## src/rtl/hss_pkg.sv

```systemverilog
// Shared constants, beat types and control struct of the heat stencil sweep unit.
package hss_pkg;

    localparam int MAX_WIDTH  = 4096;
    localparam int MAX_HEIGHT = 4096;
    localparam int TEMP_W     = 24;
    localparam int SIZE_W     = 13;
    localparam int COL_W      = $clog2(MAX_WIDTH);
    localparam int ROW_W      = $clog2(MAX_HEIGHT);
    localparam int IDX_W      = (COL_W > ROW_W) ? COL_W : ROW_W;
    localparam int CMP_W      = (IDX_W + 1 > SIZE_W) ? IDX_W + 1 : SIZE_W;
    localparam int SUM_W      = TEMP_W + 2;
    localparam int WIDE_W     = TEMP_W + 3;

    localparam int CFG_IDX_W  = 2;
    localparam int CFG_DATA_W = 24;

    localparam logic [CFG_IDX_W-1:0] REG_PLATE_WIDTH      = 2'd0;
    localparam logic [CFG_IDX_W-1:0] REG_PLATE_HEIGHT     = 2'd1;
    localparam logic [CFG_IDX_W-1:0] REG_SETTLE_THRESHOLD = 2'd2;

    localparam int MIN_SIZE     = 3;
    localparam int WIDTH_RESET  = (MAX_WIDTH < 4096) ? MAX_WIDTH : 4096;
    localparam int HEIGHT_RESET = 4096;
    localparam logic [TEMP_W-1:0] THRESHOLD_RESET = 24'd6554;
    localparam logic [TEMP_W-1:0] COUNT_MAX       = '1;

    localparam int QUEUE_DEPTH = 4;
    localparam int QUEUE_PTR_W = $clog2(QUEUE_DEPTH);
    localparam int OUT_DEPTH   = 4;
    localparam int OUT_PTR_W   = $clog2(OUT_DEPTH);

    typedef struct packed {
        logic [TEMP_W-1:0] cell_temp;
        logic              cell_held;
    } cell_t;

    typedef struct packed {
        logic [TEMP_W-1:0] new_temp;
        logic              not_settled;
        logic              sweep_last;
        logic [TEMP_W-1:0] unsettled_total;
    } result_t;

    // one classified cell on its way from front to back
    typedef struct packed {
        logic [TEMP_W-1:0] temp;
        logic              held;
        logic [COL_W-1:0]  col;
        logic              interior;
        logic              emit_up;
        logic              last_row;
        logic              last_col;
    } job_t;

    typedef struct packed {
        logic              restart;
        logic [TEMP_W-1:0] threshold;
    } ctl_t;

endpackage

```

## src/rtl/hss_front.sv

```systemverilog
// Front end: configuration registers, raster position counters and cell classification.
module hss_front (
    input  logic                           clk,
    input  logic                           rst_n,
    input  logic                           cell_valid,
    output logic                           cell_stall,
    input  hss_pkg::cell_t                 cell_data,
    input  logic                           cfg_we,
    input  logic [hss_pkg::CFG_IDX_W-1:0]  cfg_index,
    input  logic [hss_pkg::CFG_DATA_W-1:0] cfg_data,
    input  logic                           queue_full,
    output logic                           job_push,
    output hss_pkg::job_t                  job,
    output hss_pkg::ctl_t                  ctl
);
    import hss_pkg::*;

    logic [SIZE_W-1:0] width_reg;
    logic [SIZE_W-1:0] height_reg;
    logic [TEMP_W-1:0] threshold_reg;
    logic [COL_W-1:0]  col_reg;
    logic [ROW_W-1:0]  row_reg;

    logic accept;
    logic cfg_hit;
    logic last_col;
    logic last_row;

    function automatic logic [SIZE_W-1:0] clamp_size(input logic [SIZE_W-1:0] v,
                                                     input logic [CMP_W-1:0]  top);
        logic [CMP_W-1:0] vw;
        vw = CMP_W'(v);
        if (vw < CMP_W'(MIN_SIZE))
            return SIZE_W'(MIN_SIZE);
        else if (vw > top)
            return top[SIZE_W-1:0];
        else
            return v;
    endfunction

    assign accept     = cell_valid && !queue_full;
    assign cell_stall = queue_full;
    assign job_push   = accept;

    assign last_col = (CMP_W'(col_reg) + CMP_W'(1)) >= CMP_W'(width_reg);
    assign last_row = (CMP_W'(row_reg) + CMP_W'(1)) >= CMP_W'(height_reg);

    always_comb
    begin
        job.temp     = cell_data.cell_temp;
        job.held     = cell_data.cell_held;
        job.col      = col_reg;
        job.interior = (row_reg > ROW_W'(1)) && (col_reg != '0) && !last_col;
        job.emit_up  = (row_reg != '0);
        job.last_row = last_row;
        job.last_col = last_col;
    end

    always_comb
    begin
        unique case (cfg_index)
            REG_PLATE_WIDTH, REG_PLATE_HEIGHT, REG_SETTLE_THRESHOLD: cfg_hit = cfg_we;
            default: cfg_hit = 1'b0;
        endcase
    end

    assign ctl.restart   = cfg_hit;
    assign ctl.threshold = threshold_reg;

    always_ff @(posedge clk or negedge rst_n)
    begin
        if (!rst_n)
        begin
            width_reg     <= SIZE_W'(WIDTH_RESET);
            height_reg    <= SIZE_W'(HEIGHT_RESET);
            threshold_reg <= THRESHOLD_RESET;
            col_reg       <= '0;
            row_reg       <= '0;
        end
        else if (cfg_hit)
        begin
            unique case (cfg_index)
                REG_PLATE_WIDTH:
                    width_reg <= clamp_size(cfg_data[SIZE_W-1:0], CMP_W'(MAX_WIDTH));
                REG_PLATE_HEIGHT:
                    height_reg <= clamp_size(cfg_data[SIZE_W-1:0], CMP_W'(MAX_HEIGHT));
                REG_SETTLE_THRESHOLD:
                    threshold_reg <= cfg_data[TEMP_W-1:0];
                default:
                    threshold_reg <= threshold_reg;
            endcase
            col_reg <= '0;
            row_reg <= '0;
        end
        else if (accept)
        begin
            if (last_col)
            begin
                col_reg <= '0;
                row_reg <= last_row ? '0 : row_reg + ROW_W'(1);
            end
            else
            begin
                col_reg <= col_reg + COL_W'(1);
            end
        end
    end

endmodule

```

## config.mk

```make
export PLATFORM = sky130hd
export DESIGN_NAME = hss_front
export DESIGN_NICKNAME = d
export VERILOG_FILES = /design/src/rtl/hss_pkg.sv /design/src/rtl/hss_front.sv
export SDC_FILE = /design/constraint.sdc
export NUM_CORES = 1
export LEC_CHECK = 0
export BUFFER_PORTS_ARGS = -buffer_cell sky130_fd_sc_hd__buf_2
export CORE_UTILIZATION = 25
export CTS_BUF_LIST = sky130_fd_sc_hd__clkbuf_4 sky130_fd_sc_hd__clkbuf_8
export CTS_CLUSTER_SIZE = 28
export DETAILED_ROUTE_END_ITERATION = 8
export GPL_TIMING_DRIVEN = 0
export HOLD_SLACK_MARGIN = 0.05
export PLACE_DENSITY = 0.46
export SYNTH_ARGS = -nofsm -noshare
export SYNTH_HDL_FRONTEND = slang
export SYNTH_SLANG_ARGS = --single-unit
```

## constraint.sdc

```tcl
create_clock -name clk -period 3.65 [get_ports clk]
set_input_delay 0.365 -clock clk [delete_from_list [all_inputs] [get_ports clk]]
set_output_delay 0.365 -clock clk [all_outputs]
set_load 0.02 [all_outputs]
```

==> impl_metrics.tcl <==
set metrics [dict create \
    outcome "finished, final reports clean" \
    worstMarginPinSlew_ns 0.843 \
    drt-met1-wl_microns 5100 \
    yosysTopAreaCell "dfrtp_1" \
    cp.arrival_ns 3.10 \
    max_slew_margin_pct 43.2 \
    cts_buffer_depth 2 \
    place_ws_ns 0.293 \
    synth_top_area_share_pct 36.6 \
    power.leakage_nw 2.69 \
    area_growth_pct 24.3 \
    finalCritPeriodShare_pct 95.0 \
    start_kind "flip-flop" \
    grt_overflow 0 \
    clock-sinks 74 \
    worst_clock_skew_ns 0.0101 \
    ys_warn_count 0 \
    grt_usage_pct 12.8 \
    routed_wl_microns 11200 \
    reg2reg_depth 13 \
    synth_seq_area_share_pct 41.9 \
    via_per_inst 4.58 \
    syn_nets 557 \
    crit_path_end_kind "output port" \
    crit_path_start "col_reg[3]" \
    io_buffers 98 \
    min_from "cfg_data[20]" \
    post-route-min-period_ns 3.47 \
    drv_slew 0 \
    dr.first_iter.drc_count 130 \
    reg2reg_slack_ns 0.35 \
    multi_input_area_sq_um 2170 \
    cts_inserted_buffers 9 \
    finalSetupViolCount 0 \
    fin_ws_ns 0.181 \
    clkTransAtPathRegs_ns 0.08 \
    fp.dieW_microns 135 \
    core_sq_um 17400 \
    critPathMaxStageDelay_ns 0.34 \
    hold_depth 2 \
    finalHoldViolations 0 \
    criticalPathCategory "reg2out" \
    grt_max_degree 56 \
    ys_seq_elements 74 \
    drc 0 \
    clock-root-buffer "clkbuf_8" \
    wl_per_cell_microns 13.8 \
    p_per_area_nw_per_um2 414 \
    wl_met2_microns 5160 \
    rsz0062_at_grt "no" \
    hold_path_class "in2reg" \
    vdd_drop_max_mv 0.255 \
    first_global_vias 3624 \
    cts.htree.levels 3 \
    die_y_microns 135 \
    place_congestion 0.810 \
    fillCellCount 1828 \
    synthTopCellsByArea "dfrtp_1 (37%), ha_1 (9.3%), mux2_2 (7.1%)" \
    wl_met3_microns 675 \
    num_rows 48 \
    r2r_start "col_reg[3]" \
    drv_cap 0 \
    pin_count 124 \
    start_util_pct 25.6 \
    cp_slowest_cell "dfrtp_1" \
    syn_inst 468 \
    antenna_found_initial 0 \
    crit_required_ns 3.28 \
    synth.distinct_cells 49 \
    crit_fanout 9 \
    dpl.hpwl_microns 8660 \
    timing.fmax_mhz 288 \
    top_layer_used "met4" \
    crit_chain "buf_2 > and4_1 > and3_1 > nand4_1 > xnor2_2 > ha_1 > and4_1 > and4_2 > a21oi_4 > inv_2 > nor2_1 > buf_2" \
    dp_cells 792 \
    syn_area_sq_um 4440 \
    seqCellArea_sq_um 1870 \
    drt.antenna.violating_nets 0 \
    final_nets 671 \
    clk_latency_ns 0.36 \
    first_pass_iters 4 \
    grt_pass1_wl_microns 18200 \
    layout-drive-gt1-share_pct 35.1 \
    synth.avg_cell_area_sq_um 9.50 \
    cts_tree "done" \
    final_cells 812 \
    vias 3721 \
    die_area_sq_um 18300 \
    largest_register_ff_count 24 \
    num_antenna_cells 0 \
]
## metrics by stage
stage	power [mW]	cell area [sq um]	hold WS, ns	setup TNS, ns	util [%]
6_report	2.29	5520	0.229	0	31.8
5_1_grt	2.44	5520	0.204	0	31.8
4_1_cts	2.31	5470	0.217	-0.00198	31.5
3_5_place_dp	1.64	5250	0.270	0	30.2
3_3_place_gp	1.62	5220	0.465	0	30.1
2_1_floorplan	1.41	4440	0.0694	0	-
## synth_stat cells, drive strengths merged
master,instances
a31oi,1
nand3,13
and3,4
a22oi,10
nor2,22
mux2i,1
and2,6
o2111ai,1
nor3,4
or3b,1
a22o,1
nand2,54
a21o,4
ha,33
mux2,28
a211oi,3
nor4,9
nor4b,1
xor2,4
inv,39
o22ai,2
o31ai,4
dfstp,9
nand3b,2
a21oi,19
buf,34
o21bai,1
a221o,1
clkbuf,14
and4,4
xnor2,13
nand4,8
o21ai,35
nand2b,12
dfrtp,65
nor3b,1
nor2b,2
o41ai,2
a21boi,1
## critical path, delay by kind of cell, from the launching register on
kind	cells	cell delay, ns
simple gates	6	1.27
compound gates	1	0.16
xor+xnor	1	0.24
fa+ha+maj	1	0.28
flops	1	0.34
buf+inv	3	0.47
## worst paths after layout
check / to
setup / recovery: job[3]
min in group asynchronous: threshold_reg[16]
max in group asynchronous: threshold_reg[1]
setup reg to reg: row_reg[3]
hold reg to reg: height_reg[7]
hold / removal: threshold_reg[20]
## cells in the final DEF, fill, tap and decap left out, types with 5 or more instances in the layout
master and count:
nor4_1 9, a21oi_1 16, inv_1 38, clkbuf_8 9, buf_2 99, mux2_2 28, a22oi_1 10, nor2_1 22
ha_1 32, dfstp_2 9, and2_1 5, o21ai_0 33, nand4_1 8, nand2b_1 12, nand2_1 54, clkbuf_1 12
xnor2_1 12, buf_4 34, nand3_1 11, dfrtp_1 63
## cell families after synthesis
group	after synthesis	synth area share, %
and+or+nand+nor	143	15.9
AOI/OAI and AO/OA	85	12.2
buffers and inverters	87	10.0
adders and majority gates	33	9.29
xor gates and xnor gates	17	3.35
muxes	29	7.32
DFF	74	41.9
## where the power goes
| part | switching, mW | internal, mW |
|---|---|---|
| Clock | 0.335 | 0.325 |
| Sequential | 0.0663 | 0.934 |
| Combinational | 0.373 | 0.252 |
| Total | 0.774 | 1.51 |
## cell type report
class / count / share of cell area [%]
clock buffer: 10 / 2.38
clock inverter: 6 / 1.22
buffer: 47 / 5.37
tap: 225 / 5.10
sequential: 74 / 33.8
timing repair buffer: 104 / 10.1
multi-input combinational: 307 / 39.4
inverter: 39 / 2.65
## what timing repair did
action,in CTS,in global routing
pin swaps,0,4
hold buffers,1,0
gates resized for setup,3,11
hold endpoints to repair,13,0
setup buffers,0,4
setup endpoints to repair,3,4
## per-layer routing
| layer | GRT usage (%) | vias to the layer above |
|---|---|---|
| met2 | 20.5 | 138 |
| met3 | 2.99 | 15 |
| met1 | 16.3 | 1765 |
| li1 | - | 1803 |
| met4 | 5.68 | 0 |
| met5 | 0 | - |
(Power assumes the default switching activity.)
