==> src/rtl/hss_pkg.sv <==
// Shared constants, beat types and control struct of the heat stencil sweep unit.
package hss_pkg;

    localparam int MAX_WIDTH  = 4096;
    localparam int MAX_HEIGHT = 4096;
    localparam int TEMP_W     = 24;
    localparam int SIZE_W     = 13;
    localparam int COL_W      = $clog2(MAX_WIDTH);
    localparam int ROW_W      = $clog2(MAX_HEIGHT);
    localparam int IDX_W      = (COL_W > ROW_W) ? COL_W : ROW_W;
    localparam int CMP_W      = (IDX_W + 1 > SIZE_W) ? IDX_W + 1 : SIZE_W;
    localparam int SUM_W      = TEMP_W + 2;
    localparam int WIDE_W     = TEMP_W + 3;

    localparam int CFG_IDX_W  = 2;
    localparam int CFG_DATA_W = 24;

    localparam logic [CFG_IDX_W-1:0] REG_PLATE_WIDTH      = 2'd0;
    localparam logic [CFG_IDX_W-1:0] REG_PLATE_HEIGHT     = 2'd1;
    localparam logic [CFG_IDX_W-1:0] REG_SETTLE_THRESHOLD = 2'd2;

    localparam int MIN_SIZE     = 3;
    localparam int WIDTH_RESET  = (MAX_WIDTH < 4096) ? MAX_WIDTH : 4096;
    localparam int HEIGHT_RESET = 4096;
    localparam logic [TEMP_W-1:0] THRESHOLD_RESET = 24'd6554;
    localparam logic [TEMP_W-1:0] COUNT_MAX       = '1;

    localparam int QUEUE_DEPTH = 4;
    localparam int QUEUE_PTR_W = $clog2(QUEUE_DEPTH);
    localparam int OUT_DEPTH   = 4;
    localparam int OUT_PTR_W   = $clog2(OUT_DEPTH);

    typedef struct packed {
        logic [TEMP_W-1:0] cell_temp;
        logic              cell_held;
    } cell_t;

    typedef struct packed {
        logic [TEMP_W-1:0] new_temp;
        logic              not_settled;
        logic              sweep_last;
        logic [TEMP_W-1:0] unsettled_total;
    } result_t;

    // one classified cell on its way from front to back
    typedef struct packed {
        logic [TEMP_W-1:0] temp;
        logic              held;
        logic [COL_W-1:0]  col;
        logic              interior;
        logic              emit_up;
        logic              last_row;
        logic              last_col;
    } job_t;

    typedef struct packed {
        logic              restart;
        logic [TEMP_W-1:0] threshold;
    } ctl_t;

endpackage

==> src/rtl/hss_queue.sv <==
// Short job queue between the classifying front end and the stencil back end.
module hss_queue (
    input  logic          clk,
    input  logic          rst_n,
    input  logic          push,
    input  hss_pkg::job_t wr_data,
    output logic          full,
    output logic          valid,
    output hss_pkg::job_t rd_data,
    input  logic          pop
);
    import hss_pkg::*;

    job_t                   entry_reg [QUEUE_DEPTH];
    logic [QUEUE_PTR_W-1:0] wr_ptr_reg;
    logic [QUEUE_PTR_W-1:0] rd_ptr_reg;
    logic [QUEUE_PTR_W:0]   count_reg;

    assign full    = (count_reg == (QUEUE_PTR_W+1)'(QUEUE_DEPTH));
    assign valid   = (count_reg != '0);
    assign rd_data = entry_reg[rd_ptr_reg];

    always_ff @(posedge clk)
    begin
        if (push)
            entry_reg[wr_ptr_reg] <= wr_data;
    end

    always_ff @(posedge clk or negedge rst_n)
    begin
        if (!rst_n)
        begin
            wr_ptr_reg <= '0;
            rd_ptr_reg <= '0;
            count_reg  <= '0;
        end
        else
        begin
            if (push)
                wr_ptr_reg <= wr_ptr_reg + QUEUE_PTR_W'(1);
            if (pop)
                rd_ptr_reg <= rd_ptr_reg + QUEUE_PTR_W'(1);
            count_reg <= count_reg + (QUEUE_PTR_W+1)'(push) - (QUEUE_PTR_W+1)'(pop);
        end
    end

endmodule

==> config.mk <==
export PLATFORM = sky130hd
export DESIGN_NAME = hss_queue
export DESIGN_NICKNAME = d
export VERILOG_FILES = /design/src/rtl/hss_pkg.sv /design/src/rtl/hss_queue.sv
export SDC_FILE = /design/constraint.sdc
export NUM_CORES = 1
export LEC_CHECK = 0
export BUFFER_PORTS_ARGS = -buffer_cell sky130_fd_sc_hd__clkbuf_2
export CAP_MARGIN = 20
export CORE_UTILIZATION = 45
export DETAILED_ROUTE_END_ITERATION = 8
export PLACE_DENSITY = 0.73
export SYNTH_ARGS = -nofsm -noshare
export SYNTH_HDL_FRONTEND = slang
export SYNTH_SLANG_ARGS = --single-unit
==> constraint.sdc <==
create_clock -name clk -period 3 [get_ports clk]
set_input_delay 0 -clock clk [delete_from_list [all_inputs] [get_ports clk]]
set_output_delay 0 -clock clk [all_outputs]
set_load 0.02 [all_outputs]
==> flow_summary.ini, run 1 <==
[synth]
syn-num-nets = 301
synth_flop_cell = edfxtp_1
synth-edff-count = 164
yosysTopAreaCellShare_pct = 77.4
ys_async_sr_fraction_pct = 4.09
ys_top_cells_by_area = edfxtp_1 77%, mux4_2 13%, dfrtp_1 2.8%
synth.avg_cell_area_sq_um = 25.5
yosys_warnings = 0
syn_area_sq_mm = 0.00636
synth-seq-area-share_pct = 80.2
synth_cell_types = 18
ys_ff_latch = 171
netlist_instances = 249
synth.largest_area_cell = edfxtp_1

[setup_path]
cp.required_ns = 3.00
endpoint_kind = primary output
slowest_delay_ns = 1.01
cp-start-kind = flip-flop
cp_max_fo = 43
cp_top_family = flip-flops
crit_chain = mux4_1 > clkbuf_2
path_buf_inv = 1
crit_slowest_cell = dfrtp_4
crit_arrival_ns = 2.28
critPathKind = flip-flop to primary output

[timing]
maxSlewHeadroom_pct = 41.7
tightest_slew_ns = 0.875
fin_crit_ns = 2.28
fmax_mhz = 439
final.period_utilization_pct = 76.0
worst_hold_slack_ns = 0.331
finalHoldViolCount = 0
setup_violations = 0
finClkSkew_ns = 0.00609
slew_viol_final = 0
rsz0062_at_grt = false
setup_tns_ns = 0

[cts]
postCtsSetupRepairBufs = 0
clockRootBuffer = clkbuf_16
clk_pin_slew_ns = 0.06
cts_tree = yes
cts_resized = 0
cts_buffers = 17
h-tree-depth = 4
hold_buffers = 45
clock_path_buffers = 2
clock_sinks = 171
clk_latency_ns = 0.42

[hold_path]
hold_class = input pin to flip-flop

[global_routing]
grt_pass1_wl_mm = 16.5
track_usage_pct = 16.1
antenna_found_initial = 1
grt_pass1_vias = 3193
grt_max_degree = 44
grt-ovfl-total = 0

[floorplan]
core_sq_mm = 0.0138
rows = 43
chipHeight_um = 121
die_area_sq_mm = 0.0146
ios = 88
die_w_um = 121
start_util_pct = 46.0

[final_layout]
fillCellCount = 1010
multi_input_area_sq_mm = 0.00113
syn_to_final_growth_pct = 26.3
final_nets = 448
final_layout_size_suffix_gt1_share_pct = 40.1
register_area_sq_mm = 0.00510
largest_reg_flops = 164
fin_area_sq_mm = 0.00804

[placed_design]
dpl_cell_area_sq_mm = 0.00700
gp_congestion = 0.653
post-dp-hpwl_mm = 6.41
place.port_buffers = 87

[route]
wl_mm = 10.6
routed-via-count = 2984
dr.pass1.iters = 6
first_iter_violations = 145
wl_per_cell_um = 18.0
ant_nets = 0
via_per_inst = 5.06
drc = 0

[job]
drv_cap = 0

[power]
peakVddDrop_mv = 0.557
p_leak_nw = 2.85
power_density_mw_per_mm2 = 968

[status]
status = finished, final reports clean
==> stage by stage <==
stage	util (%)	setup WS (ns)	std cells	total power, W
after floorplan	-	0.986	249	0.00507
after global placement	50.6	1.10	512	0.00566
after detailed placement	50.6	1.09	512	0.00572
after CTS	58.1	0.634	589	0.00789
after global routing	58.1	0.557	589	0.00813
final	58.1	0.720	590	0.00777
==> final timing paths <==
| path | startpoint | to | slack [ns] | depth (start not counted) |
|---|---|---|---|---|
| worst min-delay path | pop | rd_ptr_reg[0] | 0.33 | 3 |
| worst max register to register | wr_ptr_reg[0] | entry_reg[2][22] | 1.14 | 4 |
| worst min register to register | wr_ptr_reg[0] | wr_ptr_reg[0] | 0.53 | 1 |
| max in group asynchronous | rst_n | rd_ptr_reg[0] | 2.18 | 3 |
| worst max-delay path | rd_ptr_reg[0] | rd_data[0] | 0.72 | 2 |
| min in group asynchronous | rst_n | count_reg[0] | 0.55 | 3 |
==> synthesized netlist by cell type (2+ instances only) <==
cell / count
xor2_1: 3
inv_1: 6
edfxtp_1: 164
mux4_2: 38
ha_1: 6
dfrtp_1: 7
xnor2_1: 2
mux4_1: 3
buf_2: 4
and2_1: 4
buf_12: 4
nand2_1: 2
==> cells in the final DEF, fill, tap and decap left out, types with 2 or more instances in the layout <==
master / netlist / routed
edfxtp_1: 164 / 164
clkbuf_2: 0 / 87
dlygate4sd3_1: 0 / 45
mux4_2: 38 / 38
clkbuf_16: 0 / 17
inv_1: 6 / 6
ha_1: 6 / 6
dfrtp_1: 7 / 5
and2_2: 0 / 4
clkinvlp_4: 0 / 4
clkinv_1: 0 / 4
mux4_1: 3 / 3
xor2_1: 3 / 3
bufinv_16: 0 / 3
buf_12: 4 / 3
buf_4: 0 / 3
xnor2_1: 2 / 2
nand2_1: 2 / 2
clkinv_2: 0 / 2
==> tightest hold or removal path, delay by kind of cell <==
family / cells / cell delay, ns
buffers and inverters: 2 / 0.65
xor gates and xnor gates: 1 / 0.07
==> power by group <==
part	switching, W	internal (W)
clock network	0.000831	0.00129
logic	0.00117	0.000995
registers	0.000358	0.00313
==> per-layer routing <==
layer	vias to the layer above	wire, um	GRT usage, %
met2	77	5400	26.1
met4	0	317	9.10
li1	1348	-	-
met5	-	0	0
met3	24	433	5.03
met1	1535	4480	19.0
==> cells by family (layout without fill, tap and decap cells) <==
| family | after synthesis | in the layout | synth area share, % |
|---|---|---|---|
| xor gates and xnor gates | 5 | 5 | 0.689 |
| DFF | 171 | 171 | 80.2 |
| buffers and inverters | 16 | 176 | 2.16 |
| other | 0 | 1 | 0 |
| and+or+nand+nor | 8 | 8 | 0.708 |
| muxes | 41 | 41 | 14.7 |
| adders and majority gates | 7 | 7 | 1.49 |
| AOI/OAI and AO/OA | 1 | 1 | 0.0786 |
==> layout make-up <==
cell class,instances,share of cell area [%]
sequential,171,63.5
antenna,1,0.0311
timing repair buffer,138,12.1
clock buffer,18,5.34
tap,180,2.80
inverter,6,0.280
clock inverter,14,1.92
multi-input combinational,62,14.0
Power figures use the tool's default switching activity.
==> run 2: changes to the inputs <==
==> constraint.sdc (replaced) <==
create_clock -name clk -period 2.19 [get_ports clk]
set_input_delay 0 -clock clk [delete_from_list [all_inputs] [get_ports clk]]
set_output_delay 0 -clock clk [all_outputs]
set_load 0.02 [all_outputs]
==> run 2 against run 1 <==
Via count rose by 0.60%. Hold slack improved by 0.011 ns. Critical path depth rose by 2. Combinational power rose by 62%. Critical path type unchanged. Largest cell class unchanged.
==> flow_summary.ini, run 2 (synthesis results as in run 1) <==
[cts]
clockRootBuffer = clkbuf_16
cts_buffers = 17
clk_latency_ns = 0.42
cts_resized = 0
h-tree-depth = 4
clk_pin_slew_ns = 0.06
clock_sinks = 171
cts_tree = yes
clock_path_buffers = 2

[timing]
final.period_utilization_pct = 86.4
fmax_mhz = 529
fin_crit_ns = 1.89
maxSlewHeadroom_pct = 68.8
slew_viol_final = 0
rsz0062_at_grt = false
finalHoldViolCount = 0
setup_violations = 0
setup_tns_ns = 0
tightest_slew_ns = 0.468
finClkSkew_ns = 0.00798

[floorplan]
die_area_sq_mm = 0.0146
ios = 88
chipHeight_um = 121
rows = 43
start_util_pct = 46.0
die_w_um = 121
core_sq_mm = 0.0138

[global_routing]
grt_pass1_vias = 3155
grt_pass1_wl_mm = 16.9
track_usage_pct = 16.5
antenna_found_initial = 0
grt_max_degree = 31
grt-ovfl-total = 0

[final_layout]
syn_to_final_growth_pct = 28.0
largest_reg_flops = 164
multi_input_area_sq_mm = 0.00113
final_cell_mix = 164 x edfxtp_1, 87 x clkbuf_2, 45 x dlygate4sd3_1
final_common_cell = edfxtp_1
register_area_sq_mm = 0.00510
num_antenna_cells = 0
stdcell_count = 602
fillCellCount = 1035
final_layout_size_suffix_gt1_share_pct = 42.2
final_nets = 461
fin_area_sq_mm = 0.00814

[placed_design]
place.port_buffers = 87
dpl_cell_area_sq_mm = 0.00705
dpl.cell_count = 519
post-dp-hpwl_mm = 6.58
gp_congestion = 0.662

[setup_path]
r2r-start = wr_ptr_reg[1]
path_buf_inv = 3
crit_slowest_cell = mux4_2
critPathKind = flip-flop to primary output
crit_chain = buf_4 > buf_12 > mux4_2 > clkbuf_2
r2r_cells = 4
r2r_slack_ns = 0.58
endpoint_kind = primary output
crit_arrival_ns = 1.89
cp_top_family = multiplexers
cp-start-kind = flip-flop
cp_max_fo = 8
slowest_delay_ns = 0.52
cp.required_ns = 2.19
reg2reg_to = entry_reg[1][31]

[job]
drv_cap = 0

[power]
peakVddDrop_mv = 0.660
p_leak_nw = 2.92
power_density_mw_per_mm2 = 1340

[route]
wl_mm = 11.0
first_iter_violations = 193
via_per_inst = 4.99
ant_nets = 0
wl_per_cell_um = 18.3
dr.pass1.iters = 4
routed-via-count = 3002
drc = 0

[status]
status = finished, final reports clean

[hold_path]
min_from = wr_data[23]
hold_depth = 2
hold_class = input pin to flip-flop
hold_path_end = entry_reg[1][23]
[run 2: changes by cell type in the layout (fill, tap and decap cells not counted)]
cell      previous run  this run
diode_2              1         0
buf_4                3        15
clkinv_2             2         3
clkbuf_1             1         2
clkinv_1             4         2
buf_12               3         4
[run 2: where the power goes]
group / internal (W) / total, W / switching [W]
sequential: 0.00430 / 0.00447 / 0.000170
clock: 0.00178 / 0.00293 / 0.00115
combinational: 0.00153 / 0.00349 / 0.00196
[run 2: layout make-up]
class                      instances  area share, %
sequential                       171           62.7
clock inverter                    13           1.86
multi-input combinational         62           13.9
tap                              180           2.77
inverter                           6          0.277
timing repair buffer             151           13.2
clock buffer                      19           5.32
[run 2: routing by layer]
metal  vias to the layer above  share of wire (%)  GRT usage, %
met5                         -                  0             0
met4                         0                1.4          7.72
met3                        12                3.8          4.23
met2                        73                 51          26.4
met1                      1551                 44          21.2
li1                       1366                  -             -
[run 2: metrics by stage]
step	utilization [%]	setup slack, ns	hold WS, ns	power, W
global route	58.9	0.242	0.332	0.0114
detailed placement	51.0	0.513	-0.142	0.00792
global placement	51.0	0.508	-0.148	0.00785
floorplan	-	0.176	-0.296	0.00695
CTS	58.5	0.0540	0.323	0.0109
finish	58.9	0.299	0.343	0.0109
[run 2: what timing repair did]
action                                  in CTS  in global routing
endpoints found under the setup margin       0                  1
buffers inserted                             0                  6
hold endpoints to repair                   176                  0
hold buffers                                45                  0
[run 2: worst max-delay path by stage]
stage	cells past startpoint	slack, ns	endpoint	startpoint
floorplan	3	0.18	entry_reg[0][0]	wr_ptr_reg[0]
CTS	3	0.05	rd_data[40]	rd_ptr_reg[0]
finish	4	0.30	rd_data[7]	rd_ptr_reg[0]
global placement	3	0.51	rd_data[40]	rd_ptr_reg[0]
global route	3	0.24	rd_data[40]	rd_ptr_reg[0]
detailed placement	3	0.51	rd_data[18]	rd_ptr_reg[0]
==> run 3: changes to the inputs <==
--- a/config.mk
+++ b/config.mk
@@ -7,9 +7,11 @@
 export LEC_CHECK = 0
 export BUFFER_PORTS_ARGS = -buffer_cell sky130_fd_sc_hd__clkbuf_2
 export CAP_MARGIN = 20
+export CELL_PAD_IN_SITES_DETAIL_PLACEMENT = 1
+export CELL_PAD_IN_SITES_GLOBAL_PLACEMENT = 2
 export CORE_UTILIZATION = 45
 export DETAILED_ROUTE_END_ITERATION = 8
-export PLACE_DENSITY = 0.73
+export PLACE_DENSITY = 0.87
 export SYNTH_ARGS = -nofsm -noshare
 export SYNTH_HDL_FRONTEND = slang
 export SYNTH_SLANG_ARGS = --single-unit
==> run 3 against run 2 <==
Maximum frequency down 4.6%. Wire length up 4.6%. Sequential share of layout area about the same. Die area unchanged. Sequential power up 2%. Hold slack worse by 0.0040 ns. Highest routed layer unchanged. Combinational power down 4%. Largest cell class unchanged. Largest power group unchanged.
==> flow_summary.ini, run 3 (synthesis results as in run 1) <==
[status]
status = finished, final reports clean

[timing]
rsz0062_at_grt = false
slew_viol_final = 0
fmax_mhz = 504
fin_crit_ns = 1.98
finalHoldViolCount = 0
finClkSkew_ns = 0.00757
setup_violations = 0
setup_tns_ns = 0
tightest_slew_ns = 0.446
maxSlewHeadroom_pct = 70.2
final.period_utilization_pct = 90.5

[global_routing]
grt_max_degree = 34
grt-ovfl-total = 0
antenna_found_initial = 0
use_met2_pct = 28.5
gr-usage-met1_pct = 21.5
grt_pass1_wl_mm = 17.7
grt-busiest-layer = met2
met3_usage_pct = 3.90
grt_pass1_vias = 3304
track_usage_pct = 17.0

[cts]
clock_sinks = 171
clock_path_buffers = 2
cts_tree = yes
clk_latency_ns = 0.42
h-tree-depth = 4
clockRootBuffer = clkbuf_16
clk_pin_slew_ns = 0.07
cts_buffers = 17

[placed_design]
gp_congestion = 0.675
place.port_buffers = 87
post-dp-hpwl_mm = 7.00

[setup_path]
endpoint_kind = primary output
cp.required_ns = 2.19
crit_arrival_ns = 1.98
cp-start-kind = flip-flop
path_buf_inv = 2
crit_chain = buf_4 > mux4_2 > clkbuf_2
cp_top_family = flip-flops
slowest_delay_ns = 0.61
crit_slowest_cell = dfrtp_4
critPathKind = flip-flop to primary output
cp_max_fo = 14

[floorplan]
die_area_sq_mm = 0.0146
chipHeight_um = 121
ios = 88
die_w_um = 121
rows = 43
core_sq_mm = 0.0138
start_util_pct = 46.0

[power]
seqPwrFrac_pct = 41.2
peakVddDrop_mv = 0.771
internal_power_w = 0.00777
sw_frac_of_total_pct = 30.0
p_switching_w = 0.00332
p_leak_nw = 2.90
power_density_mw_per_mm2 = 1360
clkPwrFrac_pct = 28.5
power_w = 0.0111
comb_power_share_pct = 30.3

[route]
wl_mm = 11.5
routed-via-count = 3010
dr.pass1.iters = 4
wl_per_cell_um = 19.4
drc = 0
ant_nets = 0
first_iter_violations = 152
via_per_inst = 5.08

[final_layout]
final_common_cell = edfxtp_1
final_layout_size_suffix_gt1_share_pct = 41.5
final_nets = 453
largest_reg_flops = 164
syn_to_final_growth_pct = 28.1
num_antenna_cells = 0
final_cell_mix = 164 x edfxtp_1, 87 x clkbuf_2, 45 x dlygate4sd3_1

[job]
drv_cap = 0

[hold_path]
hold_class = input pin to flip-flop
==> run 3: routing by layer <==
metal	routed length, um	part of all wire, %
met1	5040	44
met2	5890	51
met3	391	3.4
met4	166	1.4
met5	0	0
==> run 3: path summary, 6_finish.rpt <==
| path | cells past startpoint | slack (ns) | startpoint | end |
|---|---|---|---|---|
| min reg2reg | 1 | 0.54 | wr_ptr_reg[0] | wr_ptr_reg[0] |
| min | 2 | 0.34 | wr_data[20] | entry_reg[3][20] |
| max in group asynchronous | 3 | 1.35 | rst_n | rd_ptr_reg[0] |
| max reg2reg | 3 | 0.60 | wr_ptr_reg[0] | entry_reg[3][40] |
| min in group asynchronous | 3 | 0.55 | rst_n | count_reg[0] |
| max | 3 | 0.21 | rd_ptr_reg[0] | rd_data[6] |
==> run 3: layout make-up <==
type                       instances  area (sq um)
inverter                           6          22.5
tap                              180           225
clock buffer                      17           425
sequential                       171          5100
timing repair buffer             143          1040
clock inverter                    13           201
multi-input combinational         62          1130
fill                            1195          5680
==> run 3: through the flow <==
stage / hold slack (ns) / setup WS [ns] / utilization (%) / area, sq um / std cells
4_1_cts: 0.326 / 0.141 / 58.9 / 8150 / 592
5_1_grt: 0.347 / 0.0852 / 58.9 / 8150 / 592
3_5_place_dp: -0.146 / 0.409 / 51.0 / 7050 / 516
2_1_floorplan: -0.296 / 0.176 / - / 6360 / 249
3_3_place_gp: -0.152 / 0.438 / 51.0 / 7050 / 516
6_report: 0.339 / 0.207 / 58.9 / 8150 / 592
==> run 3: worst reg2reg max path, delay by kind of cell (launching register included) <==
family	cells	cell delay, ns
flops	1	0.42
fa+ha+maj	1	0.17
buf+inv	1	0.27
simple gates	1	0.41
==> run 3: power by group through the flow <==
stage / Combinational [W] / Clock, W / Sequential (W)
after floorplan: 0.00247 / 0 / 0.00447
after global placement: 0.00318 / 0 / 0.00467
after detailed placement: 0.00327 / 0 / 0.00471
after CTS: 0.00344 / 0.00322 / 0.00459
after global routing: 0.00362 / 0.00332 / 0.00464
final: 0.00336 / 0.00316 / 0.00457
==> run 3: what timing repair did <==
item,in CTS,in global routing
hold buffers,45,0
gates resized for setup,0,0
endpoints found under the hold margin,176,0
setup endpoints to repair,7,0
setup buffers,1,0
